`config.mk`:
```
export PLATFORM = sky130hd
export DESIGN_NAME = cbf_byte_offset_decoder_flat
export DESIGN_NICKNAME = d
export VERILOG_FILES = /design/src/rtl/cbo_pkg.sv /design/src/rtl/cbo_in_if.sv /design/src/rtl/cbo_out_if.sv /design/src/rtl/cbo_cfg_if.sv /design/src/rtl/cbo_decode.sv /design/src/rtl/cbo_out_fifo.sv /design/src/rtl/cbf_byte_offset_decoder.sv /design/src/flat_wrapper.sv
export SDC_FILE = /design/constraint.sdc
export NUM_CORES = 1
export LEC_CHECK = 0
export ABC_CLOCK_PERIOD_IN_PS = 7200
export BUFFER_PORTS_ARGS = -buffer_cell sky130_fd_sc_hd__buf_2
export CAP_MARGIN = 10
export CORE_MARGIN = 5
export CORE_UTILIZATION = 37
export DETAILED_ROUTE_END_ITERATION = 6
export REMOVE_ABC_BUFFERS = 1
export SLEW_MARGIN = 25
export SYNTH_ARGS = -nofsm -noshare
export SYNTH_HDL_FRONTEND = slang
export SYNTH_SLANG_ARGS = --single-unit
```
`constraint.sdc`:
```
create_clock -name i_clk -period 7.2 [get_ports i_clk]
set_input_delay 1.8 -clock i_clk [delete_from_list [all_inputs] [get_ports i_clk]]
set_output_delay 1.8 -clock i_clk [all_outputs]
set_load 0.01 [all_outputs]
```
`src/rtl/cbo_pkg.sv`:
```
// ----------------------------------------------------------------------------
// Byte-offset decoder package
// Shared types and constants for the byte-offset decoder.
// ----------------------------------------------------------------------------
package cbo_pkg;

    // Width of the total_values configuration register.
    localparam int TOTAL_W = 25;

    // Start marker 0C 1A 04 D5: the three leading bytes and the final byte.
    localparam logic [23:0] MARKER_HEAD = 24'h0C1A04;
    localparam logic [7:0]  MARKER_TAIL = 8'hD5;

    // Escape codes of the delta encoding.
    localparam logic [7:0]  ESC8  = 8'h80;
    localparam logic [15:0] ESC16 = 16'h8000;

    // Result queue geometry.
    localparam int FIFO_DEPTH = 4;
    localparam int FIFO_PTR_W = 2;
    localparam int FIFO_CNT_W = 3;

    typedef enum logic [1:0] {
        KIND_VALUE     = 2'd0,
        KIND_NO_MARKER = 2'd1,
        KIND_SHORT     = 2'd2
    } t_kind;

    typedef enum logic [2:0] {
        PH_LEAD   = 3'd0,
        PH_W16_LO = 3'd1,
        PH_W16_HI = 3'd2,
        PH_W32_B0 = 3'd3,
        PH_W32_B1 = 3'd4,
        PH_W32_B2 = 3'd5,
        PH_W32_B3 = 3'd6
    } t_phase;

    typedef struct packed {
        t_kind              kind;
        logic signed [31:0] value;
        logic               last;
    } t_result;

    // Up to two results per decoded byte; slot 1 is used only together with slot 0.
    typedef struct packed {
        logic    v0;
        logic    v1;
        t_result r0;
        t_result r1;
    } t_push;

endpackage

```
`src/rtl/cbo_in_if.sv`:
```
// ----------------------------------------------------------------------------
// Byte input channel
// Valid/ready channel carrying one stream byte and its end flag.
// ----------------------------------------------------------------------------
interface cbo_in_if;
    logic       valid;
    logic       ready;
    logic [7:0] data_byte;
    logic       last_byte;

    modport source (output valid, output data_byte, output last_byte, input ready);
    modport sink   (input valid, input data_byte, input last_byte, output ready);
endinterface

```
`src/rtl/cbo_out_if.sv`:
```
// ----------------------------------------------------------------------------
// Result output channel
// Valid/ready channel carrying one decoded value or error report.
// ----------------------------------------------------------------------------
interface cbo_out_if;
    logic               valid;
    logic               ready;
    logic [1:0]         result_kind;
    logic signed [31:0] value;
    logic               last;

    modport source (output valid, output result_kind, output value, output last, input ready);
    modport sink   (input valid, input result_kind, input value, input last, output ready);
endinterface

```
`src/rtl/cbo_cfg_if.sv`:
```
// ----------------------------------------------------------------------------
// Configuration write channel
// Valid/ready channel carrying the expected number of values.
// ----------------------------------------------------------------------------
interface cbo_cfg_if;
    logic        valid;
    logic        ready;
    logic [24:0] total_values;

    modport source (output valid, output total_values, input ready);
    modport sink   (input valid, input total_values, output ready);
endinterface

```
`src/rtl/cbo_decode.sv`:
```
// ----------------------------------------------------------------------------
// Byte-offset decode stage
// Input register, marker search, delta decode and running sum.
// ----------------------------------------------------------------------------
module cbo_decode
    import cbo_pkg::*;
#(
    parameter int CNT_W = 25
) (
    input  logic             i_clk,
    input  logic             i_rst_n,
    cbo_in_if.sink           i_in,
    input  logic [CNT_W-1:0] i_target,
    input  logic             i_space_ok,
    output t_push            o_push
);

    logic             r_in_valid;
    logic [7:0]       r_in_byte;
    logic             r_in_last;

    logic [23:0]      r_recent, n_recent;
    logic             r_marker_seen, n_marker_seen;
    t_phase           r_phase, n_phase;
    logic [23:0]      r_partial, n_partial;
    logic [31:0]      r_sum, n_sum;
    logic [CNT_W-1:0] r_count, n_count;
    logic             r_done, n_done;

    logic             proc;
    logic             hit;
    logic             got;
    logic             fin;
    logic [31:0]      delta;
    logic [15:0]      word16;
    logic [CNT_W-1:0] count_inc;
    t_result          err_res;

    // The held byte is consumed once the queue has room for two results.
    assign proc       = r_in_valid && i_space_ok;
    assign i_in.ready = !r_in_valid || proc;
    assign word16     = {r_in_byte, r_partial[7:0]};
    assign count_inc  = r_count + CNT_W'(1);

    always_ff @(posedge i_clk) begin
        if (!i_rst_n) begin
            r_in_valid <= 1'b0;
        end else if (i_in.valid && i_in.ready) begin
            r_in_valid <= 1'b1;
        end else if (proc) begin
            r_in_valid <= 1'b0;
        end
    end

    always_ff @(posedge i_clk) begin
        if (i_in.valid && i_in.ready) begin
            r_in_byte <= i_in.data_byte;
            r_in_last <= i_in.last_byte;
        end
    end

    always_ff @(posedge i_clk) begin
        if (!i_rst_n) begin
            r_recent      <= '0;
            r_marker_seen <= 1'b0;
            r_phase       <= PH_LEAD;
            r_sum         <= '0;
            r_count       <= '0;
            r_done        <= 1'b0;
        end else begin
            r_recent      <= n_recent;
            r_marker_seen <= n_marker_seen;
            r_phase       <= n_phase;
            r_sum         <= n_sum;
            r_count       <= n_count;
            r_done        <= n_done;
        end
    end

    // Every partial byte is written before it is read, so no reset is needed.
    always_ff @(posedge i_clk) begin
        r_partial <= n_partial;
    end

    always_comb begin
        n_recent      = r_recent;
        n_marker_seen = r_marker_seen;
        n_phase       = r_phase;
        n_partial     = r_partial;
        n_sum         = r_sum;
        n_count       = r_count;
        n_done        = r_done;
        hit           = 1'b0;
        got           = 1'b0;
        fin           = 1'b0;
        delta         = '0;
        o_push        = '0;
        err_res       = '0;

        if (proc) begin
            if (!r_marker_seen) begin
                hit           = (r_recent == MARKER_HEAD) && (r_in_byte == MARKER_TAIL);
                n_marker_seen = hit;
                n_recent      = {r_recent[15:0], r_in_byte};
            end else if (!r_done) begin
                unique case (r_phase)
                    PH_W16_LO: begin
                        n_partial[7:0] = r_in_byte;
                        n_phase        = PH_W16_HI;
                    end
                    PH_W16_HI: begin
                        if (word16 == ESC16) begin
                            n_phase = PH_W32_B0;
                        end else begin
                            got     = 1'b1;
                            delta   = {{16{word16[15]}}, word16};
                            n_phase = PH_LEAD;
                        end
                    end
                    PH_W32_B0: begin
                        n_partial[7:0] = r_in_byte;
                        n_phase        = PH_W32_B1;
                    end
                    PH_W32_B1: begin
                        n_partial[15:8] = r_in_byte;
                        n_phase         = PH_W32_B2;
                    end
                    PH_W32_B2: begin
                        n_partial[23:16] = r_in_byte;
                        n_phase          = PH_W32_B3;
                    end
                    PH_W32_B3: begin
                        got     = 1'b1;
                        delta   = {r_in_byte, r_partial};
                        n_phase = PH_LEAD;
                    end
                    default: begin
                        if (r_in_byte != ESC8) begin
                            got   = 1'b1;
                            delta = {{24{r_in_byte[7]}}, r_in_byte};
                        end else begin
                            n_phase = PH_W16_LO;
                        end
                    end
                endcase
            end

            if (got) begin
                n_sum     = r_sum + delta;
                n_count   = count_inc;
                fin       = (count_inc >= i_target);
                n_done    = fin;
                o_push.v0 = 1'b1;
                o_push.r0 = '{kind: KIND_VALUE, value: n_sum, last: fin};
            end

            if (r_in_last) begin
                // A value decoded from the final byte goes out ahead of the error.
                if (!n_marker_seen) begin
                    err_res = '{kind: KIND_NO_MARKER, value: '0, last: 1'b1};
                end else begin
                    err_res = '{kind: KIND_SHORT, value: '0, last: 1'b1};
                end
                if (!n_marker_seen || !n_done) begin
                    if (got) begin
                        o_push.v1 = 1'b1;
                        o_push.r1 = err_res;
                    end else begin
                        o_push.v0 = 1'b1;
                        o_push.r0 = err_res;
                    end
                end
                n_recent      = '0;
                n_marker_seen = 1'b0;
                n_phase       = PH_LEAD;
                n_sum         = '0;
                n_count       = '0;
                n_done        = 1'b0;
            end
        end
    end

`ifndef SYNTHESIS
    a_done_needs_marker: assert property (@(posedge i_clk) disable iff (!i_rst_n)
        r_done |-> r_marker_seen)
        else $error("image complete without a start marker");

    a_phase_only_in_data: assert property (@(posedge i_clk) disable iff (!i_rst_n)
        (r_phase != PH_LEAD) |-> (r_marker_seen && !r_done))
        else $error("delta in progress outside the data section");

    a_second_is_error: assert property (@(posedge i_clk) disable iff (!i_rst_n)
        o_push.v1 |-> (o_push.v0 && o_push.r1.kind != KIND_VALUE && o_push.r1.last))
        else $error("second result of a byte is not a trailing error");

    a_clear_after_last: assert property (@(posedge i_clk) disable iff (!i_rst_n)
        (proc && r_in_last) |=> (!r_marker_seen && !r_done && r_count == '0
                                 && r_phase == PH_LEAD))
        else $error("stream state not cleared after the final byte");
`endif

endmodule

```
`src/rtl/cbo_out_fifo.sv`:
```
// ----------------------------------------------------------------------------
// Result queue
// Small queue that takes up to two results per cycle and sends one per transfer.
// ----------------------------------------------------------------------------
module cbo_out_fifo
    import cbo_pkg::*;
(
    input  logic      i_clk,
    input  logic      i_rst_n,
    input  t_push     i_push,
    output logic      o_space_ok,
    cbo_out_if.source o_out
);

    t_result                 r_mem [FIFO_DEPTH];
    logic [FIFO_PTR_W-1:0]   r_wr_ptr, n_wr_ptr;
    logic [FIFO_PTR_W-1:0]   r_rd_ptr, n_rd_ptr;
    logic [FIFO_CNT_W-1:0]   r_count, n_count;
    logic                    pop;
    logic [FIFO_CNT_W-1:0]   push_n;
    t_result                 head;

    assign pop        = o_out.valid && o_out.ready;
    assign push_n     = FIFO_CNT_W'(i_push.v0) + FIFO_CNT_W'(i_push.v1);
    assign o_space_ok = (r_count <= FIFO_CNT_W'(FIFO_DEPTH - 2));

    assign head              = r_mem[r_rd_ptr];
    assign o_out.valid       = (r_count != '0);
    assign o_out.result_kind = head.kind;
    assign o_out.value       = head.value;
    assign o_out.last        = head.last;

    always_comb begin
        n_wr_ptr = r_wr_ptr + push_n[FIFO_PTR_W-1:0];
        n_rd_ptr = r_rd_ptr + FIFO_PTR_W'(pop);
        n_count  = r_count + push_n - FIFO_CNT_W'(pop);
    end

    always_ff @(posedge i_clk) begin
        if (!i_rst_n) begin
            r_wr_ptr <= '0;
            r_rd_ptr <= '0;
            r_count  <= '0;
        end else begin
            r_wr_ptr <= n_wr_ptr;
            r_rd_ptr <= n_rd_ptr;
            r_count  <= n_count;
        end
    end

    always_ff @(posedge i_clk) begin
        if (i_push.v0) begin
            r_mem[r_wr_ptr] <= i_push.r0;
        end
        if (i_push.v1) begin
            r_mem[r_wr_ptr + FIFO_PTR_W'(1)] <= i_push.r1;
        end
    end

`ifndef SYNTHESIS
    a_no_overflow: assert property (@(posedge i_clk) disable iff (!i_rst_n)
        i_push.v0 |-> (r_count <= FIFO_CNT_W'(FIFO_DEPTH - 2)))
        else $error("result queue written without room");

    a_count_bound: assert property (@(posedge i_clk) disable iff (!i_rst_n)
        r_count <= FIFO_CNT_W'(FIFO_DEPTH))
        else $error("result queue count out of range");

    a_drain_last: assert property (@(posedge i_clk) disable iff (!i_rst_n)
        (pop && r_count == FIFO_CNT_W'(1) && !i_push.v0) |=> !o_out.valid)
        else $error("result queue shows data after its last entry left");
`endif

endmodule

```
`src/rtl/cbf_byte_offset_decoder.sv`:
```
// ----------------------------------------------------------------------------
// Byte-offset decoder
// Finds the 0C 1A 04 D5 start marker in a byte stream and rebuilds the
// pixel values from byte-offset deltas.
// i_in_byte takes one stream byte per transfer, with last_byte set on the
// final byte. o_result sends one result per transfer: a decoded value
// (kind 0), a missing marker (kind 1) or a stream that ended short
// (kind 2); last is set on the final value of an image and on every error.
// i_cfg writes the expected value count; it is always ready, and the user must
// write it only while the block is idle; the block itself does not enforce this.
// Zero counts as one, and counts above MAX_VALUES are held to MAX_VALUES.
// A byte is held in an input register, from which its results go into a
// four-entry result queue. One byte is taken every cycle; a byte that
// yields a value and an error puts two results into the queue, and the
// input waits whenever fewer than two queue entries are free. When the
// receiver stalls the queue fills and then the input stalls; nothing is
// dropped. Reset and the end of every stream clear the stream state;
// reset also sets the expected count to one.
// ----------------------------------------------------------------------------
module cbf_byte_offset_decoder
    import cbo_pkg::*;
#(
    parameter longint unsigned MAX_VALUES = 16777216
) (
    input  logic      i_clk,
    input  logic      i_rst_n,
    cbo_in_if.sink    i_in_byte,
    cbo_cfg_if.sink   i_cfg,
    cbo_out_if.source o_result
);

    localparam longint unsigned TOTAL_MAX = (64'd1 << TOTAL_W) - 64'd1;
    localparam longint unsigned EFF_MAX   = (MAX_VALUES < TOTAL_MAX) ? MAX_VALUES : TOTAL_MAX;
    localparam int              CNT_W     = $clog2(EFF_MAX + 64'd1);
    localparam logic [TOTAL_W-1:0] TGT_MAX = TOTAL_W'(EFF_MAX);

    logic [CNT_W-1:0]   r_target;
    logic [TOTAL_W-1:0] clamped;
    t_push              push;
    logic               space_ok;

    assign i_cfg.ready = 1'b1;

    always_comb begin
        priority if (i_cfg.total_values == '0) begin
            clamped = TOTAL_W'(1);
        end else if (i_cfg.total_values > TGT_MAX) begin
            clamped = TGT_MAX;
        end else begin
            clamped = i_cfg.total_values;
        end
    end

    always_ff @(posedge i_clk) begin
        if (!i_rst_n) begin
            r_target <= CNT_W'(1);
        end else if (i_cfg.valid && i_cfg.ready) begin
            r_target <= clamped[CNT_W-1:0];
        end
    end

    cbo_decode #(
        .CNT_W (CNT_W)
    ) u_decode (
        .i_clk      (i_clk),
        .i_rst_n    (i_rst_n),
        .i_in       (i_in_byte),
        .i_target   (r_target),
        .i_space_ok (space_ok),
        .o_push     (push)
    );

    cbo_out_fifo u_out_fifo (
        .i_clk      (i_clk),
        .i_rst_n    (i_rst_n),
        .i_push     (push),
        .o_space_ok (space_ok),
        .o_out      (o_result)
    );

`ifndef SYNTHESIS
    a_target_nonzero: assert property (@(posedge i_clk) disable iff (!i_rst_n)
        r_target != '0)
        else $error("expected value count is zero");

    a_target_bound: assert property (@(posedge i_clk) disable iff (!i_rst_n)
        (i_cfg.valid && i_cfg.ready) |=> (TOTAL_W'(r_target) <= TGT_MAX))
        else $error("expected value count above its limit");

    a_error_is_last: assert property (@(posedge i_clk) disable iff (!i_rst_n)
        (o_result.valid && o_result.result_kind != KIND_VALUE)
            |-> (o_result.last && o_result.value == '0))
        else $error("error result without last flag or with a value");
`endif

endmodule

```
`src/flat_wrapper.sv`:
```
// flat-port wrapper written by rule: the top's interface ports become plain ports
module cbf_byte_offset_decoder_flat import cbo_pkg::*;
#(
    parameter longint unsigned MAX_VALUES = 16777216
)
  (i_clk, i_rst_n, i_in_byte_valid, i_in_byte_data_byte, i_in_byte_last_byte, i_in_byte_ready, i_cfg_valid, i_cfg_total_values, i_cfg_ready, o_result_valid, o_result_result_kind, o_result_value, o_result_last, o_result_ready);
  cbo_in_if i_in_byte_i ();
  cbo_cfg_if i_cfg_i ();
  cbo_out_if o_result_i ();
  input  logic i_clk;
  input  logic i_rst_n;
  input wire logic [$bits(i_in_byte_i.valid)-1:0] i_in_byte_valid;
  input wire logic [$bits(i_in_byte_i.data_byte)-1:0] i_in_byte_data_byte;
  input wire logic [$bits(i_in_byte_i.last_byte)-1:0] i_in_byte_last_byte;
  output wire logic [$bits(i_in_byte_i.ready)-1:0] i_in_byte_ready;
  input wire logic [$bits(i_cfg_i.valid)-1:0] i_cfg_valid;
  input wire logic [$bits(i_cfg_i.total_values)-1:0] i_cfg_total_values;
  output wire logic [$bits(i_cfg_i.ready)-1:0] i_cfg_ready;
  output wire logic [$bits(o_result_i.valid)-1:0] o_result_valid;
  output wire logic [$bits(o_result_i.result_kind)-1:0] o_result_result_kind;
  output wire logic [$bits(o_result_i.value)-1:0] o_result_value;
  output wire logic [$bits(o_result_i.last)-1:0] o_result_last;
  input wire logic [$bits(o_result_i.ready)-1:0] o_result_ready;
  assign i_in_byte_i.valid = i_in_byte_valid;
  assign i_in_byte_i.data_byte = i_in_byte_data_byte;
  assign i_in_byte_i.last_byte = i_in_byte_last_byte;
  assign i_in_byte_ready = i_in_byte_i.ready;
  assign i_cfg_i.valid = i_cfg_valid;
  assign i_cfg_i.total_values = i_cfg_total_values;
  assign i_cfg_ready = i_cfg_i.ready;
  assign o_result_valid = o_result_i.valid;
  assign o_result_result_kind = o_result_i.result_kind;
  assign o_result_value = o_result_i.value;
  assign o_result_last = o_result_i.last;
  assign o_result_i.ready = o_result_ready;
  cbf_byte_offset_decoder #(.MAX_VALUES(MAX_VALUES)) u_core (.i_clk(i_clk), .i_rst_n(i_rst_n), .i_in_byte(i_in_byte_i), .i_cfg(i_cfg_i), .o_result(o_result_i));
endmodule
```
# ---- Yosys cells after proc, flatten, opt, wreduce, memory -nomap -nowiden
# Memory sizes are Yosys's and may differ from the RTL's. A register that Yosys moved wholly into a read port is not among the register bits.
# Cells that the tools add are included.
# Widths: inputs -> output; s select.
dict set report word_totals {
  reg_bits 152
  mem_bits_rw 140
  inputBits 39
  out_inout_bits 38
  word_cells 112
  memories 1
}
dict set report classes {
  add_sub_neg 8
  magnitude_cmp 3
  n_eq_ne 13
  muxes 48
  bitwise 1
  reduce_logical 22
}
# memory words word_bits read_ports rd_clocked_by_memory_dff write_ports line_no
set memory_table {}
lappend memory_table {u_core.u_out_fifo.r_mem 4 35 1 1 2 cbo_out_fifo.sv:15} ;# t_result r_mem [FIFO_DEPTH];
# operator count
set op_table {}
lappend op_table {{$mux 32} 7}
lappend op_table {{$mux 72} 3}
lappend op_table {{$mux 35} 3}
lappend op_table {{$mux 25} 4}
lappend op_table {{$pmux 32 s3} 1}
lappend op_table {{$mux 24} 2}
lappend op_table {{$mux 33} 1}
lappend op_table {{$add 32x32->32} 1}
lappend op_table {{$add 25x1->25 const B} 1}
lappend op_table {{$ge 25x25->1} 1}
lappend op_table {{$gt 25x25->1 const B} 1}
lappend op_table {{$logic_not 25->1} 1}
lappend op_table {{$eq 24x20->1 const B} 1}
lappend op_table {{$mux 1} 19}
lappend op_table {{$pmux 3 s6} 1}
lappend op_table {{$eq 16x16->1 const B} 1}
lappend op_table {{$reduce_and 4->1} 4}
lappend op_table {{$mux 3} 4}
lappend op_table {{$eq 3x3->1 const B} 3}
lappend op_table {{$eq 8x8->1 const B} 1}
lappend op_table {{$ne 8x2->1 const B} 1}
lappend op_table {{$ne 8x8->1 const B} 1}
lappend op_table {{$eq 3x2->1 const B} 2}
lappend op_table {{$reduce_bool 2->1} 3}
lappend op_table {{19 further kinds} 28}

# ---- Depth between registers and ports, before layout
# Gate-level depths: netlist (run 1).
dict set report depth {
  ltp_word 16
  ltp_mapped 23
  mapped_depth_nobuf 23
}

# ---- Modules after synthesis
# From an unflattened synthesis (run 1), not the netlist that was laid out.
dict set report unflattened {
  cells_unflattened 1459
  area_unflattened_um2 16289.4
}
# mod n_inst cells_per_inst area_per_inst_um2 seq_area_each_um2
set by_module_without_submodules {}
lappend by_module_without_submodules {cbo_decode 1 947 8001.4 2732.6}
lappend by_module_without_submodules {cbo_out_fifo 1 383 7215.7 4344.2}
lappend by_module_without_submodules {cbf_byte_offset_decoder 1 129 1072.3 500.5}

# ---- Worst setup path before layout (run 1)
# OpenSTA, ideal clock, no wires.
dict set report synth_timing {
  path_kind {reg2reg}
  from {register u_core.u_decode.r_count[0]}
  to {register u_core.u_out_fifo.r_count[2]}
  setup_ps 115
  t_arrival_ps 4743
  required_time_ps 7085
  path_slack_ps 2342
  path_stages_with_launch 24
  n_path_buf 0
  synth_period_minus_slack_ps 4858
  path_cell_list {dfxtp_1 ha_1 nand3_1 nor4_1 and2_1 and3_1 nand2_1 xnor2_1 ha_1 nand2_1 o21ai_0 a211oi_1 o31ai_1 nor4b_4 ha_1 inv_1 ha_1 inv_1 ha_1 inv_1 fa_1 xor2_1 xnor2_1 and2_1}
}
dict set report synth_between {
  elab_chain_cells 12
}
# item line_no
set synth_rtl {}
lappend synth_rtl {{start, declared} cbo_decode.sv:27} ;# logic [CNT_W-1:0] r_count, n_count;
lappend synth_rtl {{start signal, assigned} cbo_decode.sv:75} ;# r_count <= n_count;
lappend synth_rtl {{$add 25x1->25} cbo_decode.sv:43} ;# assign count_inc = r_count + CNT_W'(1);
lappend synth_rtl {{$ge 25x25->1} cbo_decode.sv:151} ;# fin = (count_inc >= i_target);
lappend synth_rtl {{$mux 1} cbo_decode.sv:148} ;# if (got) begin
lappend synth_rtl {{$mux 1} cbo_decode.sv:100} ;# if (proc) begin
lappend synth_rtl {{$logic_not 1->1} cbo_decode.sv:164} ;# if (!n_marker_seen || !n_done) begin
lappend synth_rtl {{$logic_or 1x1->1} cbo_decode.sv:164}
lappend synth_rtl {{$mux 72} cbo_decode.sv:164}
lappend synth_rtl {{$mux 72} cbo_decode.sv:157} ;# if (r_in_last) begin
lappend synth_rtl {{$mux 72} cbo_decode.sv:100}
lappend synth_rtl {{$add 1x1->2} cbo_out_fifo.sv:24} ;# assign push_n = FIFO_CNT_W'(i_push.v0) + FIFO_CNT_W'(i_push.v1);
lappend synth_rtl {{$add 3x2->3} cbo_out_fifo.sv:36} ;# n_count = r_count + push_n - FIFO_CNT_W'(pop);
lappend synth_rtl {{$sub 3x1->3} cbo_out_fifo.sv:36}
lappend synth_rtl {{end signal, assigned} cbo_out_fifo.sv:47} ;# r_count <= n_count;
lappend synth_rtl {{end, declared} cbo_out_fifo.sv:18} ;# logic [FIFO_CNT_W-1:0] r_count, n_count;
# Every way passes these cells. The select of a mux whose other input is x is not followed.
# A chain may end at the register's enable or synchronous reset.

# ---- Worst setup path after layout (run 1)
# Ends and elaborated chain as after synthesis.

==> results of run 1 <==
[critical path: cells and delay by family (launching register included)]
family                     cells  cell delay [ps]
buffers and inverters          3              130
xor gates and xnor gates       3              430
DFF                            1              430
adders and majority gates      6             1670
and+or+nand+nor                8             1850
AOI/OAI and AO/OA              3             1010
[cells in the final DEF (no fill, tap or decap), types with 6 or more instances in the layout]
master,count
nor2b_1,66
and2_1,51
and3_1,19
clkinv_2,6
or4_1,7
a21o_1,23
inv_1,46
a22o_1,35
o21ai_0,70
edfxtp_1,45
nor2_1,96
xnor2_1,27
nand4_1,14
a21oi_1,135
o21bai_1,8
nand3_1,28
nand2_1,218
mux4_2,35
xor2_1,22
clkbuf_16,39
o2bb2ai_1,12
a221oi_1,8
nor3_1,14
ha_1,63
o21a_1,7
a211oi_1,10
or3_1,7
a21boi_0,10
nor4_1,10
buf_4,22
a22oi_1,58
buf_2,75
dfxtp_1,245
a32o_1,14
[report_power, final]
group,internal [mW],switching [mW]
clock network,1.10,0.676
logic,0.142,0.205
registers,1.69,0.0422
[state kept, by name, indices dropped and copies added (netlist names)]
| signal | count |
|---|---|
| u_core.u_decode.r_partial | 24 |
| u_core.r_target | 25 |
| u_core.u_decode.r_recent | 24 |
| u_core.u_out_fifo.r_mem | 140 |
| u_core.u_decode.r_sum | 32 |
| u_core.u_out_fifo.r_count | 3 |
| u_core.u_decode.r_count | 25 |
| u_core.u_out_fifo.r_wr_ptr | 2 |
| u_core.u_decode.r_in_last | 1 |
| u_core.u_decode.r_in_byte | 8 |
| u_core.u_out_fifo.r_rd_ptr | 2 |
| u_core.u_decode.r_done | 1 |
| u_core.u_decode.r_phase | 3 |
| u_core.u_decode.r_marker_seen | 1 |
| u_core.u_decode.r_in_valid | 1 |
[stage by stage]
stage	utilization, %	hold WS, ps
after floorplan	-	420
after global placement	39.3	439
after detailed placement	39.3	444
after CTS	42.3	452
after global routing	42.4	470
final	42.4	452
[layout make-up]
type	instances	area, µm²
clock buffer	49	1060
clock inverter	13	123
fill	3897	22700
inverter	48	180
multi-input combinational	1152	7850
sequential	292	6300
tap	525	657
timing repair buffer	97	541
[how the worst max path moves through the flow]
stage / cells after the start / endpoint / slack [ps]
floorplan: 7 / u_core.u_out_fifo.r_mem[0][0] / 2320
global placement: 23 / u_core.u_out_fifo.r_count[2] / 1690
detailed placement: 23 / u_core.u_out_fifo.r_count[2] / 1580
CTS: 23 / u_core.u_out_fifo.r_count[2] / 1540
global route: 23 / u_core.u_out_fifo.r_count[2] / 970
finish: 23 / u_core.u_out_fifo.r_count[2] / 1570
[cell families after synthesis]
logic type / Yosys count / share of synthesized area [%]
AO/OA/AOI/OAI: 432 / 19.8
XOR/XNOR: 49 / 2.93
adder cells (fa/ha/maj): 66 / 5.71
buffers and inverters: 140 / 3.95
flip-flops: 292 / 42.9
multiplexers: 38 / 5.59
other: 1 / 0.0256
AND/OR/NAND/NOR: 566 / 19.1
[metal layers]
layer	wire length, µm	up-vias
li1	-	5811
met1	17800	5664
met2	18100	345
met3	2300	70
met4	1050	0
met5	0	-
==> impl_metrics.json, run 1 <==
{
  "outcome": "finished, final reports clean",
  "fmax_mhz": 178,
  "r2r_end": "u_core.u_out_fifo.r_count[2]",
  "cts_tree": "done",
  "viasPerCell": 5.46,
  "hp-class": "flip-flop to flip-flop",
  "maxSlewHeadroom_pct": 37.2,
  "cts_hold_buf": 0,
  "synth_area_leaders": "dfxtp_1 (34%), edfxtp_1 (9.2%), nand2_1 (5.6%), ha_1 (5.4%), mux4_2 (5.4%)",
  "async_reset_ff_share_pct": 0,
  "diodes": 0,
  "synth-seq-cells": 292,
  "synth_ff_type": "dfxtp_1",
  "setup_tns_ps": 0,
  "report.final.slew_viol_count": 0,
  "met2_usage_pct": 28.4,
  "h-tree-depth": 2,
  "grt_use_met1_pct": 24.2,
  "startpoint": "u_core.u_decode.r_count[0]",
  "syn_avg_cell_area_um2": 9.26,
  "core_um2": 39500,
  "cts_made_buffers": 34,
  "hold_viol_final": 0,
  "arrival_ps": 6040,
  "clk_pin_slew_ps": 60,
  "fin_ws_ps": 1570,
  "synth.top_cell.area_share_pct": 33.7,
  "synth_edf_count": 45,
  "maxCapViolCount": 0,
  "grt_antenna_before_repair": 0,
  "first_global_vias": 11671,
  "synthToLayoutAreaGrowth_pct": 13.9,
  "fp.dieArea_um2": 43700,
  "ioPinCount": 77,
  "ys_types": 79,
  "grt_max_degree": 68,
  "clock_path_buffers": 3,
  "fp.dieW_um": 209,
  "syn_area_um2": 14700,
  "hold_path_depth": 2,
  "power_mw": 3.85,
  "leakagePower_nw": 6.41,
  "postCtsSetupRepairBufs": 0,
  "drtIter0Drc": 727,
  "tightest_slew_ps": 936,
  "required_ps": 7610,
  "seq_area_frac_synth_pct": 42.9,
  "synthTopCellsByCount": "dfxtp_1 (247), nand2_1 (219), a21oi_1 (136)",
  "finalCritPeriodShare_pct": 78.2,
  "holdPathEnd": "u_core.u_out_fifo.r_mem[3][16]",
  "port_buffers": 75,
  "cp_cell_sequence": "ha_1 -> nand3_1 -> nor4_1 -> and2_1 -> and3_1 -> nand2_1 -> xnor2_1 -> ha_1 -> nand2_1 -> o21ai_0 -> a211oi_1 -> o31ai_1 -> nor4b_4 -> ha_1 -> inv_1 -> ha_1 -> inv_1 -> ha_1 -> inv_1 -> fa_1 -> xor2_1 -> xnor2_1 -> and2_1",
  "synth.most_common_cell": "dfxtp_1",
  "worst-path-max-fanout": 7,
  "slowest_stage": "o31ai_1",
  "drive_above_1_share_pct": 13.4,
  "cts_root_buf": "clkbuf_16",
  "yosysWarnings": 0,
  "drc": 0,
  "cts.sinks": 292,
  "drtPass1Iterations": 6,
  "postPlaceCellArea_um2": 15500,
  "r2r_cells": 23,
  "worstSkewPairLatency_ps": 520,
  "gp_congestion": 0.920,
  "grt_pass1_wl_um": 63000,
  "grt_setup_unrepaired": "no",
  "yosys.area.top_type": "dfxtp_1",
  "routedWlPerCell_um": 18.0,
  "busiest_layer": "met2",
  "path_common_cell": "ha_1",
  "fin_nets": 1729,
  "r2r_slack_ps": 1570,
  "finClkSkew_ps": 17.2,
  "critPathLaunchType": "flip-flop",
  "grtUsageTotal_pct": 17.5,
  "cts.repair.resized": 0,
  "num_vias": 11890,
  "crit-reg2reg-launch": "u_core.u_decode.r_count[0]",
  "fin_area_um2": 16700,
  "start_util_pct": 37.2,
  "power_density_nw_per_um2": 231,
  "rows": 73,
  "antenna_left": 0,
  "path_class": "flip-flop to flip-flop",
  "max_stage_delay_ps": 720,
  "finalCriticalPeriod_ps": 5630,
  "min_from": "u_core.u_out_fifo.r_mem[3][16]",
  "dp_hpwl_um": 26900,
  "vdd_drop_max_uv": 137,
  "setup_viol": 0,
  "worst_setup_path_end_kind": "flip-flop",
  "wirelength_um": 39200,
  "overflow": 0,
  "die_h_um": 209,
  "grt_util_met3_pct": 2.76,
  "numPlacedInstances": 2114,
  "fin_cells": 2176,
  "netlist_instances": 1584,
  "place_ws_ps": 1580
}
No activity file was read; power rests on OpenSTA's default activity.
==> run 2: changes to the inputs <==
--- a/config.mk
+++ b/config.mk
@@ -5,7 +5,8 @@
 export SDC_FILE = /design/constraint.sdc
 export NUM_CORES = 1
 export LEC_CHECK = 0
-export ABC_CLOCK_PERIOD_IN_PS = 7200
+export ABC_AREA = 1
+export ABC_CLOCK_PERIOD_IN_PS = 5460
 export BUFFER_PORTS_ARGS = -buffer_cell sky130_fd_sc_hd__buf_2
 export CAP_MARGIN = 10
 export CORE_MARGIN = 5
==> constraint.sdc (replaced) <==
create_clock -name i_clk -period 5.46 [get_ports i_clk]
set_input_delay 1.365 -clock i_clk [delete_from_list [all_inputs] [get_ports i_clk]]
set_output_delay 1.365 -clock i_clk [all_outputs]
set_load 0.01 [all_outputs]
==> run 2 against run 1 <==
Area after synthesis is 6.7% higher. Design area grew 4.9%. Clock-buffer cell count decreased by 1. Sequential power is 38% higher.
==> impl_metrics.json, run 2 <==
{
  "seqPwrFrac_pct": 40.4,
  "cp.buffers_inverters": 6,
  "slowest_stage": "dfxtp_1",
  "finClkSkew_ps": 18.6,
  "synth.most_common_cell": "nand2_1",
  "cp.depth": 28,
  "largest_reg_flops": 140,
  "postPlaceCellArea_um2": 16300,
  "h-tree-depth": 2,
  "drtIter0Drc": 1172,
  "cts_root_buf": "clkbuf_16",
  "synth.top_cell.area_share_pct": 31.6,
  "tightest_slew_ps": 1060,
  "mostFrequentLayoutCells": "nand2_1 (626), nor2_1 (262), dfxtp_1 (246)",
  "met2_usage_pct": 30.7,
  "hold_viol_final": 0,
  "cts.sinks": 292,
  "grt_max_degree": 72,
  "synth_edf_count": 45,
  "drtPass1Iterations": 6,
  "report.final.slew_viol_count": 0,
  "synth-seq-cells": 292,
  "fin_cells": 2813,
  "rows": 75,
  "grt_setup_unrepaired": "no",
  "cp_top_family": "simple AND/OR/NAND/NOR gates",
  "outcome": "finished, final reports clean",
  "overflow": 0,
  "synth_ff_type": "dfxtp_1",
  "port_buffers": 75,
  "top_register": "u_core.u_out_fifo.r_mem",
  "power_mw": 5.89,
  "yosysWarnings": 0,
  "cts_hold_buf": 0,
  "numPlacedInstances": 2748,
  "diodes": 0,
  "fin_nets": 2351,
  "fmax_mhz": 209,
  "path_common_cell": "inv_1",
  "grt_antenna_before_repair": 0,
  "yosys.area.top_type": "dfxtp_1",
  "seq_area_frac_synth_pct": 40.2,
  "pwr-share-clk_pct": 40.5,
  "grt_util_met3_pct": 3.31,
  "setup_tns_ps": 0,
  "fp.dieW_um": 216,
  "viasPerCell": 5.23,
  "p_switching_mw": 1.77,
  "clock_path_buffers": 3,
  "worst_setup_path_end_kind": "flip-flop",
  "ioPinCount": 77,
  "grtUsageTotal_pct": 19.8,
  "wirelength_um": 47800,
  "gp_congestion": 0.959,
  "first_global_vias": 13851,
  "power.internal_mw": 4.12,
  "routedWlPerCell_um": 17.0,
  "finalCritPeriodShare_pct": 87.4,
  "drc": 0,
  "core_um2": 41900,
  "max_stage_delay_ps": 430,
  "grt_pass1_wl_um": 75400,
  "cts_made_buffers": 36,
  "synth_area_leaders": "dfxtp_1 (32%), nand2_1 (15%), edfxtp_1 (8.6%), a21oi_1 (7.8%), nor2_1 (6.3%)",
  "cts_tree": "done",
  "fp.dieArea_um2": 46500,
  "async_reset_ff_share_pct": 0,
  "largestRegisters": "u_core.u_out_fifo.r_mem: 140 flops, u_core.u_decode.r_sum: 32 flops",
  "ys_types": 52,
  "finalCriticalPeriod_ps": 4770,
  "worstSkewPairLatency_ps": 540,
  "worst-path-max-fanout": 6,
  "leakagePower_nw": 7.39,
  "num_vias": 14724,
  "maxCapViolCount": 0,
  "clk_pin_slew_ps": 60,
  "hold_path_depth": 2,
  "maxSlewHeadroom_pct": 28.6,
  "start_util_pct": 37.3,
  "antenna_left": 0,
  "comb_power_share_pct": 19.1,
  "vdd_drop_max_uv": 186,
  "die_h_um": 216,
  "syn_avg_cell_area_um2": 7.07,
  "drive_above_1_share_pct": 8.71,
  "cts.repair.resized": 0,
  "synthToLayoutAreaGrowth_pct": 11.9,
  "critPathLaunchType": "flip-flop",
  "setup_viol": 0,
  "busiest_layer": "met2",
  "syn_area_um2": 15700,
  "postCtsSetupRepairBufs": 0,
  "layout_commonest_cell": "nand2_1",
  "fin_hold_ws_ps": 445,
  "arrival_ps": 5170,
  "grt_use_met1_pct": 28.4,
  "synthTopCellsByCount": "nand2_1 (626), nor2_1 (262), dfxtp_1 (247)",
  "power_density_nw_per_um2": 336,
  "hp-class": "flip-flop to flip-flop",
  "netlist_instances": 2216,
  "required_ps": 5860,
  "dp_hpwl_um": 31900,
  "swShare_pct": 30.0,
  "path_class": "flip-flop to flip-flop",
  "r2r_cells": 28,
  "fin_area_um2": 17500
}
run 2: changes by cell type in the layout (fill, tap and decap cells not counted), sizes merged, moves of 28 or more:
cell   change
mux4      -35
a21oi    +108
inv      +126
nor2b     -66
nand3     +58
nor2     +174
nand4     +28
o21ai     +58
a22oi     -58
nand2    +410
o22ai     +31
a22o      -35
and2      -50
run 2: final timing paths:
| kind | to | slack (ps) | start |
|---|---|---|---|
| worst max-delay path | u_core.u_out_fifo.r_count[2] | 690 | u_core.u_decode.r_count[0] |
| worst min-delay path | u_core.u_out_fifo.r_mem[3][22] | 440 | u_core.u_out_fifo.r_mem[3][22] |
| worst max register to register | u_core.u_out_fifo.r_count[2] | 690 | u_core.u_decode.r_count[0] |
| worst min register to register | u_core.u_out_fifo.r_mem[3][22] | 440 | u_core.u_out_fifo.r_mem[3][22] |
run 2: tightest hold or removal path: stages (launching register included):
cell and delay [ps]:
dfxtp_1 310, inv_1 50, a21oi_1 50
run 2: cells by family (layout without fill, tap and decap cells):
logic type	after synthesis	count (layout)	synth area share [%]
xor gates and xnor gates	39	39	2.18
AOI/OAI and AO/OA	445	445	15.1
and+or+nand+nor	1088	1088	29.2
DFF	292	292	40.2
buffers and inverters	280	338	7.64
muxes	6	6	0.384
adders and majority gates	65	65	5.29
other	1	1	0.0239
run 2: cell type report:
class | count | area [µm²]
clock buffers | 48 | 1010
clock inverters | 17 | 173
fillers | 4377 | 24400
inverters | 176 | 666
multi-input cells | 1644 | 8170
flip-flops and latches | 292 | 6300
well taps | 539 | 674
repair buffers | 97 | 541
run 2: metal layers:
layer  vias up  share of wire [%]
met4         0                2.8
met2       409                 44
met1      6866                 48
met5         -                  0
li1       7370                  -
met3        79                5.4
run 2: metrics by stage:
stage / util (%) / setup WS (ps)
CTS: 41.8 / 680
detailed placement: 39.0 / 685
global route: 41.8 / 273
floorplan: - / 717
finish: 41.8 / 686
global placement: 39.0 / 819
run 2: power groups by stage:
stage / clock [mW] / sequential (mW) / combinational (mW)
after detailed placement: 0 / 2.42 / 1.13
after global routing: 2.53 / 2.39 / 1.25
final: 2.39 / 2.38 / 1.12
after CTS: 2.44 / 2.38 / 1.13
after floorplan: 0 / 2.44 / 0.647
after global placement: 0 / 2.42 / 1.12
